==> src/sv/euclidean_access_code_detector_macros.svh <==
// Assertion macros shared by the access code detector sources.
// Included by the files that carry concurrent assertions; no other dependencies.
`ifndef EUCLIDEAN_ACCESS_CODE_DETECTOR_MACROS_SVH
`define EUCLIDEAN_ACCESS_CODE_DETECTOR_MACROS_SVH

// Same-cycle implication, disabled while reset is asserted.
`define EACD_ASSERT_NOW(label, clk, rst_n, ante, cons, msg) \
    label: assert property (@(posedge clk) disable iff (!(rst_n)) (ante) |-> (cons)) \
        else $error(msg);

// Next-cycle implication, disabled while reset is asserted.
`define EACD_ASSERT_NEXT(label, clk, rst_n, ante, cons, msg) \
    label: assert property (@(posedge clk) disable iff (!(rst_n)) (ante) |=> (cons)) \
        else $error(msg);

`endif

==> src/sv/eacd_pkg.sv <==
// Package for the access code detector: fixed widths, register indexes,
// sequencer states and the control struct. No dependencies.
package eacd_pkg;

    localparam int SC_W      = 7;
    localparam int BPS_W     = 2;
    localparam int CODE_W    = 64;
    localparam int DIST_W    = 38;
    localparam int ROOT_W    = 19;
    localparam int FRAC_BITS = 12;
    localparam int CFG_IDX_W = 2;

    localparam logic [DIST_W-1:0] DIST_MAX = '1;

    localparam logic [CFG_IDX_W-1:0] CFG_SYMBOL_COUNT    = 2'd0;
    localparam logic [CFG_IDX_W-1:0] CFG_BITS_PER_SYMBOL = 2'd1;
    localparam logic [CFG_IDX_W-1:0] CFG_CODE_WORD       = 2'd2;
    localparam logic [CFG_IDX_W-1:0] CFG_THRESHOLD       = 2'd3;

    // Code level 2*s - (2^bps - 1), range -3..3.
    typedef logic signed [3:0] t_level;

    typedef struct packed {
        logic clear;
        logic issue;
    } t_mac_ctl;

    typedef enum logic [2:0] {
        S_IDLE,
        S_RUN,
        S_DRAIN,
        S_ROOT,
        S_HOLD
    } t_state;

endpackage

==> src/sv/eacd_if.sv <==
// Valid/ready channel interfaces for the access code detector.
// Depends on eacd_pkg for the result field widths.
interface eacd_in_if #(
    parameter int SAMPLE_WIDTH = 16
);
    logic                           valid;
    logic                           ready;
    logic signed [SAMPLE_WIDTH-1:0] sample_in;

    modport source (output valid, output sample_in, input ready);
    modport sink   (input valid, input sample_in, output ready);
endinterface

interface eacd_out_if #(
    parameter int SAMPLE_WIDTH = 16
);
    import eacd_pkg::*;

    logic                           valid;
    logic                           ready;
    logic signed [SAMPLE_WIDTH-1:0] sample_out;
    logic                           match;
    logic [DIST_W-1:0]              distance_squared;
    logic [ROOT_W-1:0]              distance_root;

    modport source (output valid, output sample_out, output match,
                    output distance_squared, output distance_root, input ready);
    modport sink   (input valid, input sample_out, input match,
                    input distance_squared, input distance_root, output ready);
endinterface

==> src/sv/eacd_window.sv <==
// Sample history kept as a circular buffer in a memory with per-entry valid bits.
// Depends on eacd_pkg (imported for house consistency).
module eacd_window #(
    parameter int MAX_SYMBOLS  = 64,
    parameter int SAMPLE_WIDTH = 16,
    parameter int AW           = 6
) (
    input  logic                           i_clk,
    input  logic                           i_rst_n,
    input  logic                           i_we,
    input  logic signed [SAMPLE_WIDTH-1:0] i_wdata,
    input  logic [AW-1:0]                  i_age,
    output logic signed [SAMPLE_WIDTH-1:0] o_rdata
);
    import eacd_pkg::*;

    localparam logic [AW:0]   DEPTH   = (AW+1)'(MAX_SYMBOLS);
    localparam logic [AW-1:0] LAST_WP = AW'(MAX_SYMBOLS - 1);

    logic signed [SAMPLE_WIDTH-1:0] r_mem [MAX_SYMBOLS];
    logic [MAX_SYMBOLS-1:0]         r_vld;
    logic [AW-1:0]                  r_wp;
    logic signed [SAMPLE_WIDTH-1:0] r_rdata;
    logic                           r_rvld;
    logic [AW:0]                    w_base;
    logic [AW-1:0]                  w_raddr;

    // The newest sample sits just below the write pointer; age counts back from it.
    always_comb begin
        w_base = {1'b0, r_wp} + DEPTH - (AW+1)'(1) - {1'b0, i_age};
        if (w_base >= DEPTH) begin
            w_base = w_base - DEPTH;
        end
        w_raddr = w_base[AW-1:0];
    end

    always_ff @(posedge i_clk) begin
        if (i_we) begin
            r_mem[r_wp] <= i_wdata;
        end
        r_rdata <= r_mem[w_raddr];
    end

    always_ff @(posedge i_clk) begin
        if (!i_rst_n) begin
            r_vld  <= '0;
            r_wp   <= '0;
            r_rvld <= 1'b0;
        end else begin
            r_rvld <= r_vld[w_raddr];
            if (i_we) begin
                r_vld[r_wp] <= 1'b1;
                r_wp        <= (r_wp == LAST_WP) ? '0 : r_wp + AW'(1);
            end
        end
    end

    // Entries never written read as the reset value of zero.
    assign o_rdata = r_rvld ? r_rdata : '0;

endmodule

==> src/sv/eacd_mac.sv <==
// Shared square-and-accumulate unit: one window entry per cycle, saturating sum.
// Depends on eacd_pkg for the level type, control struct and distance width.
module eacd_mac #(
    parameter int SAMPLE_WIDTH = 16
) (
    input  logic                           i_clk,
    input  logic                           i_rst_n,
    input  eacd_pkg::t_mac_ctl             i_ctl,
    input  eacd_pkg::t_level               i_level,
    input  logic signed [SAMPLE_WIDTH-1:0] i_sample,
    output logic [eacd_pkg::DIST_W-1:0]    o_sum,
    output logic                           o_busy
);
    import eacd_pkg::*;

    localparam int DW = (SAMPLE_WIDTH < 15) ? 16 : SAMPLE_WIDTH + 1;
    localparam int PW = 2 * DW - 1;
    localparam int SW = ((DIST_W > PW) ? DIST_W : PW) + 1;

    t_level               r_level;
    logic                 r_v1;
    logic                 r_v2;
    logic [PW-1:0]        r_prod;
    logic [DIST_W-1:0]    r_sum;
    logic signed [DW-1:0] w_ref;
    logic signed [DW-1:0] w_diff;
    logic signed [2*DW-1:0] w_sq;
    logic [SW-1:0]        w_acc;
    logic [DIST_W-1:0]    n_sum;

    always_comb begin
        w_ref  = $signed({{(DW-4){r_level[3]}}, r_level}) <<< FRAC_BITS;
        w_diff = w_ref - DW'(i_sample);
        w_sq   = w_diff * w_diff;
        w_acc  = SW'(r_sum) + SW'(r_prod);
        n_sum  = (w_acc > SW'(DIST_MAX)) ? DIST_MAX : w_acc[DIST_W-1:0];
    end

    always_ff @(posedge i_clk) begin
        r_level <= i_level;
        r_prod  <= w_sq[PW-1:0];
    end

    always_ff @(posedge i_clk) begin
        if (!i_rst_n) begin
            r_v1  <= 1'b0;
            r_v2  <= 1'b0;
            r_sum <= '0;
        end else begin
            r_v1 <= i_ctl.issue;
            r_v2 <= r_v1;
            if (i_ctl.clear) begin
                r_sum <= '0;
            end else if (r_v2) begin
                r_sum <= n_sum;
            end
        end
    end

    assign o_sum  = r_sum;
    assign o_busy = r_v1 | r_v2;

endmodule

==> src/sv/eacd_isqrt.sv <==
// Digit-by-digit integer square root, one result bit per cycle.
// Depends on eacd_pkg for the distance and root widths.
module eacd_isqrt (
    input  logic                        i_clk,
    input  logic                        i_rst_n,
    input  logic                        i_start,
    input  logic [eacd_pkg::DIST_W-1:0] i_value,
    output logic                        o_busy,
    output logic [eacd_pkg::ROOT_W-1:0] o_root
);
    import eacd_pkg::*;

    localparam logic [DIST_W-1:0] BIT_INIT = DIST_W'(1) << (2 * (ROOT_W - 1));

    logic [DIST_W-1:0] r_rem;
    logic [DIST_W-1:0] r_res;
    logic [DIST_W-1:0] r_bit;
    logic [DIST_W-1:0] w_trial;
    logic [DIST_W-1:0] n_rem;
    logic [DIST_W-1:0] n_res;

    always_comb begin
        w_trial = r_res + r_bit;
        if (r_rem >= w_trial) begin
            n_rem = r_rem - w_trial;
            n_res = (r_res >> 1) + r_bit;
        end else begin
            n_rem = r_rem;
            n_res = r_res >> 1;
        end
    end

    always_ff @(posedge i_clk) begin
        if (i_start) begin
            r_rem <= i_value;
            r_res <= '0;
        end else if (o_busy) begin
            r_rem <= n_rem;
            r_res <= n_res;
        end
    end

    always_ff @(posedge i_clk) begin
        if (!i_rst_n) begin
            r_bit <= '0;
        end else if (i_start) begin
            r_bit <= BIT_INIT;
        end else begin
            r_bit <= r_bit >> 2;
        end
    end

    assign o_busy = (r_bit != '0);
    assign o_root = r_res[ROOT_W-1:0];

endmodule

==> src/sv/euclidean_access_code_detector.sv <==
// Access code detector top level: configuration registers, sequencer, output register.
// Depends on eacd_pkg, eacd_if, eacd_window, eacd_mac, eacd_isqrt and the macros header.
//
// Usage: soft symbols enter on the sample channel (valid/ready), one item per symbol.
// Each item leaves on the result channel carrying the sample itself, the squared
// Euclidean distance between the code levels and the symbol_count samples that came
// before it, the integer square root of that distance and the match flag.
// The square-and-accumulate unit visits one window entry per cycle, reading the sample
// memory through its single read port, and the square root unit resolves one bit per
// cycle. The block takes a new item only when the previous one is through.
// The result sits in an output register: a new item is taken while an earlier result
// waits, and when the receiver stalls the sequencer holds its finished result until
// that register frees. Reset empties the sample history (it reads as zeros) and loads
// the default configuration. Configuration is written through the plain write port;
// the user must do so only while no item is in flight, as the block does not enforce it.
module euclidean_access_code_detector #(
    parameter int MAX_SYMBOLS  = 64,
    parameter int SAMPLE_WIDTH = 16
) (
    input  logic                           i_clk,
    input  logic                           i_rst_n,
    eacd_in_if.sink                        i_sample_ch,
    eacd_out_if.source                     o_result_ch,
    input  logic                           i_cfg_we,
    input  logic [eacd_pkg::CFG_IDX_W-1:0] i_cfg_index,
    input  logic [eacd_pkg::CODE_W-1:0]    i_cfg_data
);
    import eacd_pkg::*;

    `include "euclidean_access_code_detector_macros.svh"

    localparam int AW = (MAX_SYMBOLS > 1) ? $clog2(MAX_SYMBOLS) : 1;
    localparam logic [SC_W-1:0] MAX_N = SC_W'(MAX_SYMBOLS);

    // Configuration registers.
    logic [SC_W-1:0]   r_symbol_count;
    logic [BPS_W-1:0]  r_bits_per_symbol;
    logic [CODE_W-1:0] r_code_word;
    logic [DIST_W-1:0] r_threshold;

    t_state r_state;
    t_state n_state;

    logic [SC_W-1:0]                r_age;
    logic signed [SAMPLE_WIDTH-1:0] r_sample;

    logic                           r_out_valid;
    logic signed [SAMPLE_WIDTH-1:0] r_out_sample;
    logic                           r_out_match;
    logic [DIST_W-1:0]              r_out_dist;
    logic [ROOT_W-1:0]              r_out_root;

    logic [SC_W-1:0]                w_n;
    logic                           w_bps2;
    logic [SC_W:0]                  w_idx;
    logic                           w_bit0;
    logic                           w_bit1;
    t_level                         w_level;
    logic                           w_accept;
    logic                           w_out_free;
    t_mac_ctl                       w_mac_ctl;
    logic                           w_root_start;
    logic                           w_load_out;
    logic                           w_ready;
    logic signed [SAMPLE_WIDTH-1:0] w_win_data;
    logic [DIST_W-1:0]              w_sum;
    logic                           w_mac_busy;
    logic                           w_root_busy;
    logic [ROOT_W-1:0]              w_root;

    // Out-of-range counts clamp into 1..MAX_SYMBOLS.
    always_comb begin
        if (r_symbol_count == '0) begin
            w_n = SC_W'(1);
        end else if (r_symbol_count > MAX_N) begin
            w_n = MAX_N;
        end else begin
            w_n = r_symbol_count;
        end
    end

    // Symbol at a given age starts at code bit age*bps; bits past the word read as zero.
    always_comb begin
        w_bps2 = r_bits_per_symbol[1];
        w_idx  = w_bps2 ? {r_age, 1'b0} : {1'b0, r_age};
        w_bit0 = (w_idx < (SC_W+1)'(CODE_W)) ? r_code_word[w_idx[5:0]] : 1'b0;
        w_bit1 = (w_bps2 && (w_idx < (SC_W+1)'(CODE_W))) ?
                 r_code_word[{w_idx[5:1], 1'b1}] : 1'b0;
        if (w_bps2) begin
            w_level = $signed({1'b0, w_bit1, w_bit0, 1'b0}) - t_level'(3);
        end else begin
            w_level = $signed({2'b00, w_bit0, 1'b0}) - t_level'(1);
        end
    end

    assign w_accept   = i_sample_ch.valid && w_ready;
    assign w_out_free = !r_out_valid || o_result_ch.ready;

    always_comb begin
        n_state = r_state;
        case (r_state)
            S_IDLE:  if (i_sample_ch.valid) n_state = S_RUN;
            S_RUN:   if (r_age == '0) n_state = S_DRAIN;
            S_DRAIN: if (!w_mac_busy) n_state = S_ROOT;
            S_ROOT:  if (!w_root_busy) n_state = S_HOLD;
            S_HOLD:  if (w_out_free) n_state = S_IDLE;
            default: n_state = S_IDLE;
        endcase
    end

    always_comb begin
        w_ready         = 1'b0;
        w_mac_ctl.clear = 1'b0;
        w_mac_ctl.issue = 1'b0;
        w_root_start    = 1'b0;
        w_load_out      = 1'b0;
        case (r_state)
            S_IDLE: begin
                w_ready         = 1'b1;
                w_mac_ctl.clear = i_sample_ch.valid;
            end
            S_RUN:   w_mac_ctl.issue = 1'b1;
            S_DRAIN: w_root_start = !w_mac_busy;
            S_ROOT:  ;
            S_HOLD:  w_load_out = w_out_free;
            default: ;
        endcase
    end

    always_ff @(posedge i_clk) begin
        if (!i_rst_n) begin
            r_state <= S_IDLE;
        end else begin
            r_state <= n_state;
        end
    end

    always_ff @(posedge i_clk) begin
        if (w_accept) begin
            r_sample <= i_sample_ch.sample_in;
            r_age    <= w_n - SC_W'(1);
        end else if (r_state == S_RUN && r_age != '0) begin
            r_age <= r_age - SC_W'(1);
        end
    end

    always_ff @(posedge i_clk) begin
        if (!i_rst_n) begin
            r_symbol_count    <= SC_W'(64);
            r_bits_per_symbol <= BPS_W'(1);
            r_code_word       <= '0;
            r_threshold       <= '0;
        end else if (i_cfg_we) begin
            case (i_cfg_index)
                CFG_SYMBOL_COUNT:    r_symbol_count    <= i_cfg_data[SC_W-1:0];
                CFG_BITS_PER_SYMBOL: r_bits_per_symbol <= i_cfg_data[BPS_W-1:0];
                CFG_CODE_WORD:       r_code_word       <= i_cfg_data;
                CFG_THRESHOLD:       r_threshold       <= i_cfg_data[DIST_W-1:0];
                default: ;
            endcase
        end
    end

    always_ff @(posedge i_clk) begin
        if (!i_rst_n) begin
            r_out_valid <= 1'b0;
        end else if (w_load_out) begin
            r_out_valid <= 1'b1;
        end else if (o_result_ch.ready) begin
            r_out_valid <= 1'b0;
        end
    end

    always_ff @(posedge i_clk) begin
        if (w_load_out) begin
            r_out_sample <= r_sample;
            r_out_match  <= (w_sum <= r_threshold);
            r_out_dist   <= w_sum;
            r_out_root   <= w_root;
        end
    end

    eacd_window #(
        .MAX_SYMBOLS  (MAX_SYMBOLS),
        .SAMPLE_WIDTH (SAMPLE_WIDTH),
        .AW           (AW)
    ) u_window (
        .i_clk   (i_clk),
        .i_rst_n (i_rst_n),
        .i_we    (w_load_out),
        .i_wdata (r_sample),
        .i_age   (r_age[AW-1:0]),
        .o_rdata (w_win_data)
    );

    eacd_mac #(
        .SAMPLE_WIDTH (SAMPLE_WIDTH)
    ) u_mac (
        .i_clk    (i_clk),
        .i_rst_n  (i_rst_n),
        .i_ctl    (w_mac_ctl),
        .i_level  (w_level),
        .i_sample (w_win_data),
        .o_sum    (w_sum),
        .o_busy   (w_mac_busy)
    );

    eacd_isqrt u_isqrt (
        .i_clk   (i_clk),
        .i_rst_n (i_rst_n),
        .i_start (w_root_start),
        .i_value (w_sum),
        .o_busy  (w_root_busy),
        .o_root  (w_root)
    );

    assign i_sample_ch.ready            = w_ready;
    assign o_result_ch.valid            = r_out_valid;
    assign o_result_ch.sample_out       = r_out_sample;
    assign o_result_ch.match            = r_out_match;
    assign o_result_ch.distance_squared = r_out_dist;
    assign o_result_ch.distance_root    = r_out_root;

    `EACD_ASSERT_NEXT(a_accept_starts_run, i_clk, i_rst_n, w_accept,
        r_state == S_RUN, "accepted item did not start the window pass")
    `EACD_ASSERT_NOW(a_mac_busy_in_pass, i_clk, i_rst_n, w_mac_busy,
        r_state == S_RUN || r_state == S_DRAIN, "accumulator busy outside the window pass")
    `EACD_ASSERT_NOW(a_root_busy_in_root, i_clk, i_rst_n, w_root_busy,
        r_state == S_ROOT, "square root unit busy outside its state")
    `EACD_ASSERT_NOW(a_match_consistent, i_clk, i_rst_n, r_out_valid,
        r_out_match == (r_out_dist <= r_threshold), "match flag disagrees with distance")

endmodule
==> src/flat_wrapper.sv <==
// flat-port wrapper written by rule: the top's interface ports become plain ports
module euclidean_access_code_detector_flat import eacd_pkg::*;
#(
    parameter int MAX_SYMBOLS  = 64,
    parameter int SAMPLE_WIDTH = 16
)
  (i_clk, i_rst_n, i_cfg_we, i_cfg_index, i_cfg_data, i_sample_ch_valid, i_sample_ch_sample_in, i_sample_ch_ready, o_result_ch_valid, o_result_ch_sample_out, o_result_ch_match, o_result_ch_distance_squared, o_result_ch_distance_root, o_result_ch_ready);
  eacd_in_if #(.SAMPLE_WIDTH(SAMPLE_WIDTH)) i_sample_ch_i ();
  eacd_out_if #(.SAMPLE_WIDTH(SAMPLE_WIDTH)) o_result_ch_i ();
  input  logic i_clk;
  input  logic i_rst_n;
  input  logic i_cfg_we;
  input  logic [eacd_pkg::CFG_IDX_W-1:0] i_cfg_index;
  input  logic [eacd_pkg::CODE_W-1:0] i_cfg_data;
  input wire logic [$bits(i_sample_ch_i.valid)-1:0] i_sample_ch_valid;
  input wire logic [$bits(i_sample_ch_i.sample_in)-1:0] i_sample_ch_sample_in;
  output wire logic [$bits(i_sample_ch_i.ready)-1:0] i_sample_ch_ready;
  output wire logic [$bits(o_result_ch_i.valid)-1:0] o_result_ch_valid;
  output wire logic [$bits(o_result_ch_i.sample_out)-1:0] o_result_ch_sample_out;
  output wire logic [$bits(o_result_ch_i.match)-1:0] o_result_ch_match;
  output wire logic [$bits(o_result_ch_i.distance_squared)-1:0] o_result_ch_distance_squared;
  output wire logic [$bits(o_result_ch_i.distance_root)-1:0] o_result_ch_distance_root;
  input wire logic [$bits(o_result_ch_i.ready)-1:0] o_result_ch_ready;
  assign i_sample_ch_i.valid = i_sample_ch_valid;
  assign i_sample_ch_i.sample_in = i_sample_ch_sample_in;
  assign i_sample_ch_ready = i_sample_ch_i.ready;
  assign o_result_ch_valid = o_result_ch_i.valid;
  assign o_result_ch_sample_out = o_result_ch_i.sample_out;
  assign o_result_ch_match = o_result_ch_i.match;
  assign o_result_ch_distance_squared = o_result_ch_i.distance_squared;
  assign o_result_ch_distance_root = o_result_ch_i.distance_root;
  assign o_result_ch_i.ready = o_result_ch_ready;
  euclidean_access_code_detector #(.MAX_SYMBOLS(MAX_SYMBOLS), .SAMPLE_WIDTH(SAMPLE_WIDTH)) u_core (.i_clk(i_clk), .i_rst_n(i_rst_n), .i_sample_ch(i_sample_ch_i), .o_result_ch(o_result_ch_i), .i_cfg_we(i_cfg_we), .i_cfg_index(i_cfg_index), .i_cfg_data(i_cfg_data));
endmodule
==> config.mk <==
export PLATFORM = sky130hd
export DESIGN_NAME = euclidean_access_code_detector_flat
export DESIGN_NICKNAME = d
export VERILOG_FILES = /design/src/sv/eacd_pkg.sv /design/src/sv/eacd_if.sv /design/src/sv/eacd_window.sv /design/src/sv/eacd_mac.sv /design/src/sv/eacd_isqrt.sv /design/src/sv/euclidean_access_code_detector.sv /design/src/flat_wrapper.sv
export VERILOG_INCLUDE_DIRS = /design/src /design/src/sv
export SDC_FILE = /design/constraint.sdc
export NUM_CORES = 2
export LEC_CHECK = 0
export BUFFER_PORTS_ARGS = -buffer_cell sky130_fd_sc_hd__buf_4
export CAP_MARGIN = 25
export CORE_ASPECT_RATIO = 0.9
export CORE_MARGIN = 2
export CORE_UTILIZATION = 59
export CTS_BUF_LIST = sky130_fd_sc_hd__clkbuf_8
export CTS_CLUSTER_DIAMETER = 100
export DETAILED_ROUTE_END_ITERATION = 8
export HOLD_SLACK_MARGIN = 0.06
export PLACE_DENSITY = 0.84
export SKIP_CTS_REPAIR_TIMING = 1
export SYNTH_ARGS = -nofsm -noshare
export SYNTH_HDL_FRONTEND = slang
export SYNTH_HIERARCHICAL = 1
export SYNTH_SLANG_ARGS = --single-unit
==> constraint.sdc <==
create_clock -name i_clk -period 7.9 [get_ports i_clk]
set_input_delay 1.58 -clock i_clk [delete_from_list [all_inputs] [get_ports i_clk]]
set_output_delay 1.58 -clock i_clk [all_outputs]
set_load 0.02 [all_outputs]
==> impl_metrics.ini <==
[run_status]
outcome = finished with violations
violations = setup timing

[power_and_ir_drop]
p_leak_nw = 31.4
p_int_mw = 17.0
peakVddDrop_v = 0.000563
seq_power_share = 0.355
switching_share = 0.366
p_per_area_nw_per_um2 = 323
p_comb_frac = 0.411
switching_power_mw = 9.82
pwr-share-clk = 0.234

[floorplan]
die_h_um = 340
start_util = 0.593
row_count = 123
dieArea_um2 = 128000
die_w_um = 377
ioPinCount = 163
coreArea_um2 = 125000

[placement]
dp_hpwl_mm = 126
io_buffers = 162
dp.cells = 7016
gp_congestion = 0.935
pre_cts_ws_ns = -0.322

[cells_and_area]
utilization = 0.667
nets = 6229
drive_gt1_frac = 0.214
area_growth_pct = 12.5
layoutNonFillerInstCount = 7453

[clock_network]
clk_pin_slew_ns = 0.07
cts_root_buf = clkbuf_8
numCtsBuffers = 216
cts_buffer_depth = 3
htreeDepth = 4
cts.sinks = 1493
clock_latency_ns = 0.97
cts_tree = done

[synthesis]
async_flop_share = 0
netlist_area_um2 = 73800
synth_commonest_cells = edfxtp_1 (1159), inv_1 (444), nand2_1 (433), mux4_2 (347), dfxtp_1 (334)
yosysSeqAreaShare = 0.562
synth_cell_types = 99
synth_most_common_cell = edfxtp_1
syn_inst = 5235
ys.flop_type = edfxtp_1
synthTopCellsByArea = edfxtp_1 (47%), mux4_2 (11%), dfxtp_1 (9.1%)
synth_top_area_cell = edfxtp_1
yosysTopAreaCellShare = 0.471
synth-edff-count = 1159
yosys_register_bits = 1493
synthesis.nets = 5830
ys_warn_count = 6
syn_area_per_cell_um2 = 14.1

[timing]
setup_viol = 2
max_freq_mhz = 125
fin_skew_ns = 0.0719
hold_viol = 0
finalWorstSetupSlack_ns = -0.0720
worstMarginPinSlew_ns = 1.07
period_share = 1.01
min_period_ns = 7.97
rsz0062_at_grt = true
finalMaxSlewViolations = 0
slew_headroom = 0.287
holdWs_ns = 0.436

[drt]
drtIter0Drc = 5820
wl_met1_mm = 73.5
vias = 47000
antenna_left = 0
first_pass_iters = 8
drc = 0
drt_wl_total_mm = 194
dr_wl_met3_mm = 18.6
top_layer = met5
wl_per_cell_um = 26.1
met2_length_mm = 92.8
via_per_inst = 6.31

[worst_setup_path]
critical_path.max_stage_delay_ns = 0.55
setup.worst_path.start_class = flop
required_ns = 8.74
path_class = flop to flop
cp-end-kind = flop
worstPathArrival_ns = 8.81
cpMaxStageDelayCell = or4_4
critPathMaxFanout = 5
crit_top_cell = fa_1

[grt]
grt_pass1_wl_mm = 289
grt_pass1_vias = 47000
grt_overflow = 0
antenna_found_initial = 9
grt_max_degree = 102
grtUsageTotal = 0.303

[run]
maxCapViolCount = 0

[hold_path]
hold_class = flop to flop
[layer usage]
layer,GRT usage,vias up
met3,0.0545,508
met1,0.408,23500
met4,0.143,4
li1,-,20200
met2,0.482,2813
met5,0,-
[worst max-delay path: cells and delay by family, from the launching register on]
| family | cells | cell delay, ns |
|---|---|---|
| adders and majority gates | 7 | 3.21 |
| DFF | 1 | 0.36 |
| and+or+nand+nor | 6 | 1.18 |
| AOI/OAI and AO/OA | 9 | 1.72 |
| xor gates and xnor gates | 2 | 0.30 |
| buffers and inverters | 11 | 1.15 |
[power by group through the flow]
| stage | clock, mW | sequential, mW | combinational (mW) |
|---|---|---|---|
| 4_1_cts | 6.35 | 9.51 | 10.7 |
| 5_1_grt | 6.67 | 9.55 | 11.9 |
| 2_1_floorplan | 0 | 9.55 | 7.64 |
| 6_report | 6.29 | 9.52 | 11.0 |
| 3_3_place_gp | 0 | 9.66 | 10.2 |
| 3_5_place_dp | 0 | 9.68 | 10.5 |
[layout by cell type (no fill, tap or decap), types with 113 or more instances in the layout]
cell type	count
edfxtp_1	1159
inv_1	499
nand2_1	429
buf_4	402
mux4_2	347
dfxtp_1	332
fa_1	253
clkbuf_8	252
nor2_1	249
ha_1	234
o21ai_0	150
a21oi_1	131
mux2i_1	113
[registers in the layout, summed over array words and instances (netlist names), 16 cells and up]
register	flops
u_core/u_isqrt/r_rem	38
u_core/r_code_word	64
u_core/u_window/r_vld	64
u_core/r_sample	16
u_core/o_result_ch.sample_out	16
u_core/u_isqrt/r_bit	19
u_core/u_window/r_mem	1024
u_core/r_threshold	38
u_core/o_result_ch.distance_root	19
u_core/o_result_ch.distance_squared	38
u_core/u_window/r_rdata	16
u_core/u_mac/o_sum	38
u_core/u_mac/r_prod	32
u_core/u_isqrt/r_res	38
[path summary, 6_finish.rpt]
path                                                end  slack (ns)  cells after the start                    from
worst min register to register        u_core/u_mac/r_v2        0.44                      1       u_core/u_mac/r_v1
worst min-delay path                  u_core/u_mac/r_v2        0.44                      1       u_core/u_mac/r_v1
worst max-delay path            u_core/u_mac/r_prod[31]       -0.07                     35  u_core/u_window/r_rvld
worst max register to register  u_core/u_mac/r_prod[31]       -0.07                     35  u_core/u_window/r_rvld
[logic make-up after synthesis]
logic type / share of synthesized area
DFF: 0.562
and+or+nand+nor: 0.0646
AOI/OAI and AO/OA: 0.0783
buffers and inverters: 0.0384
adders and majority gates: 0.113
muxes: 0.124
xor gates and xnor gates: 0.0203
other: 0.0000508
[cell type report]
class / instances / area (um^2)
inverters: 450 / 1700
repair buffers: 423 / 3350
fillers: 8171 / 41500
clock buffers: 252 / 3470
flip-flops and latches: 1493 / 41500
clock inverters: 152 / 971
diodes: 8 / 20.0
multi-input cells: 3050 / 30000
well taps: 1625 / 2030
[through the flow]
step                area, um^2  setup TNS [ns]  power (mW)
floorplan                73800               0        17.2
global placement         78000          -0.175        19.9
detailed placement       78000          -0.806        20.2
CTS                      82400           -1.34        26.5
global route             83000          -0.979        28.1
finish                   83000         -0.0875        26.8
(Power assumes the default switching activity.)
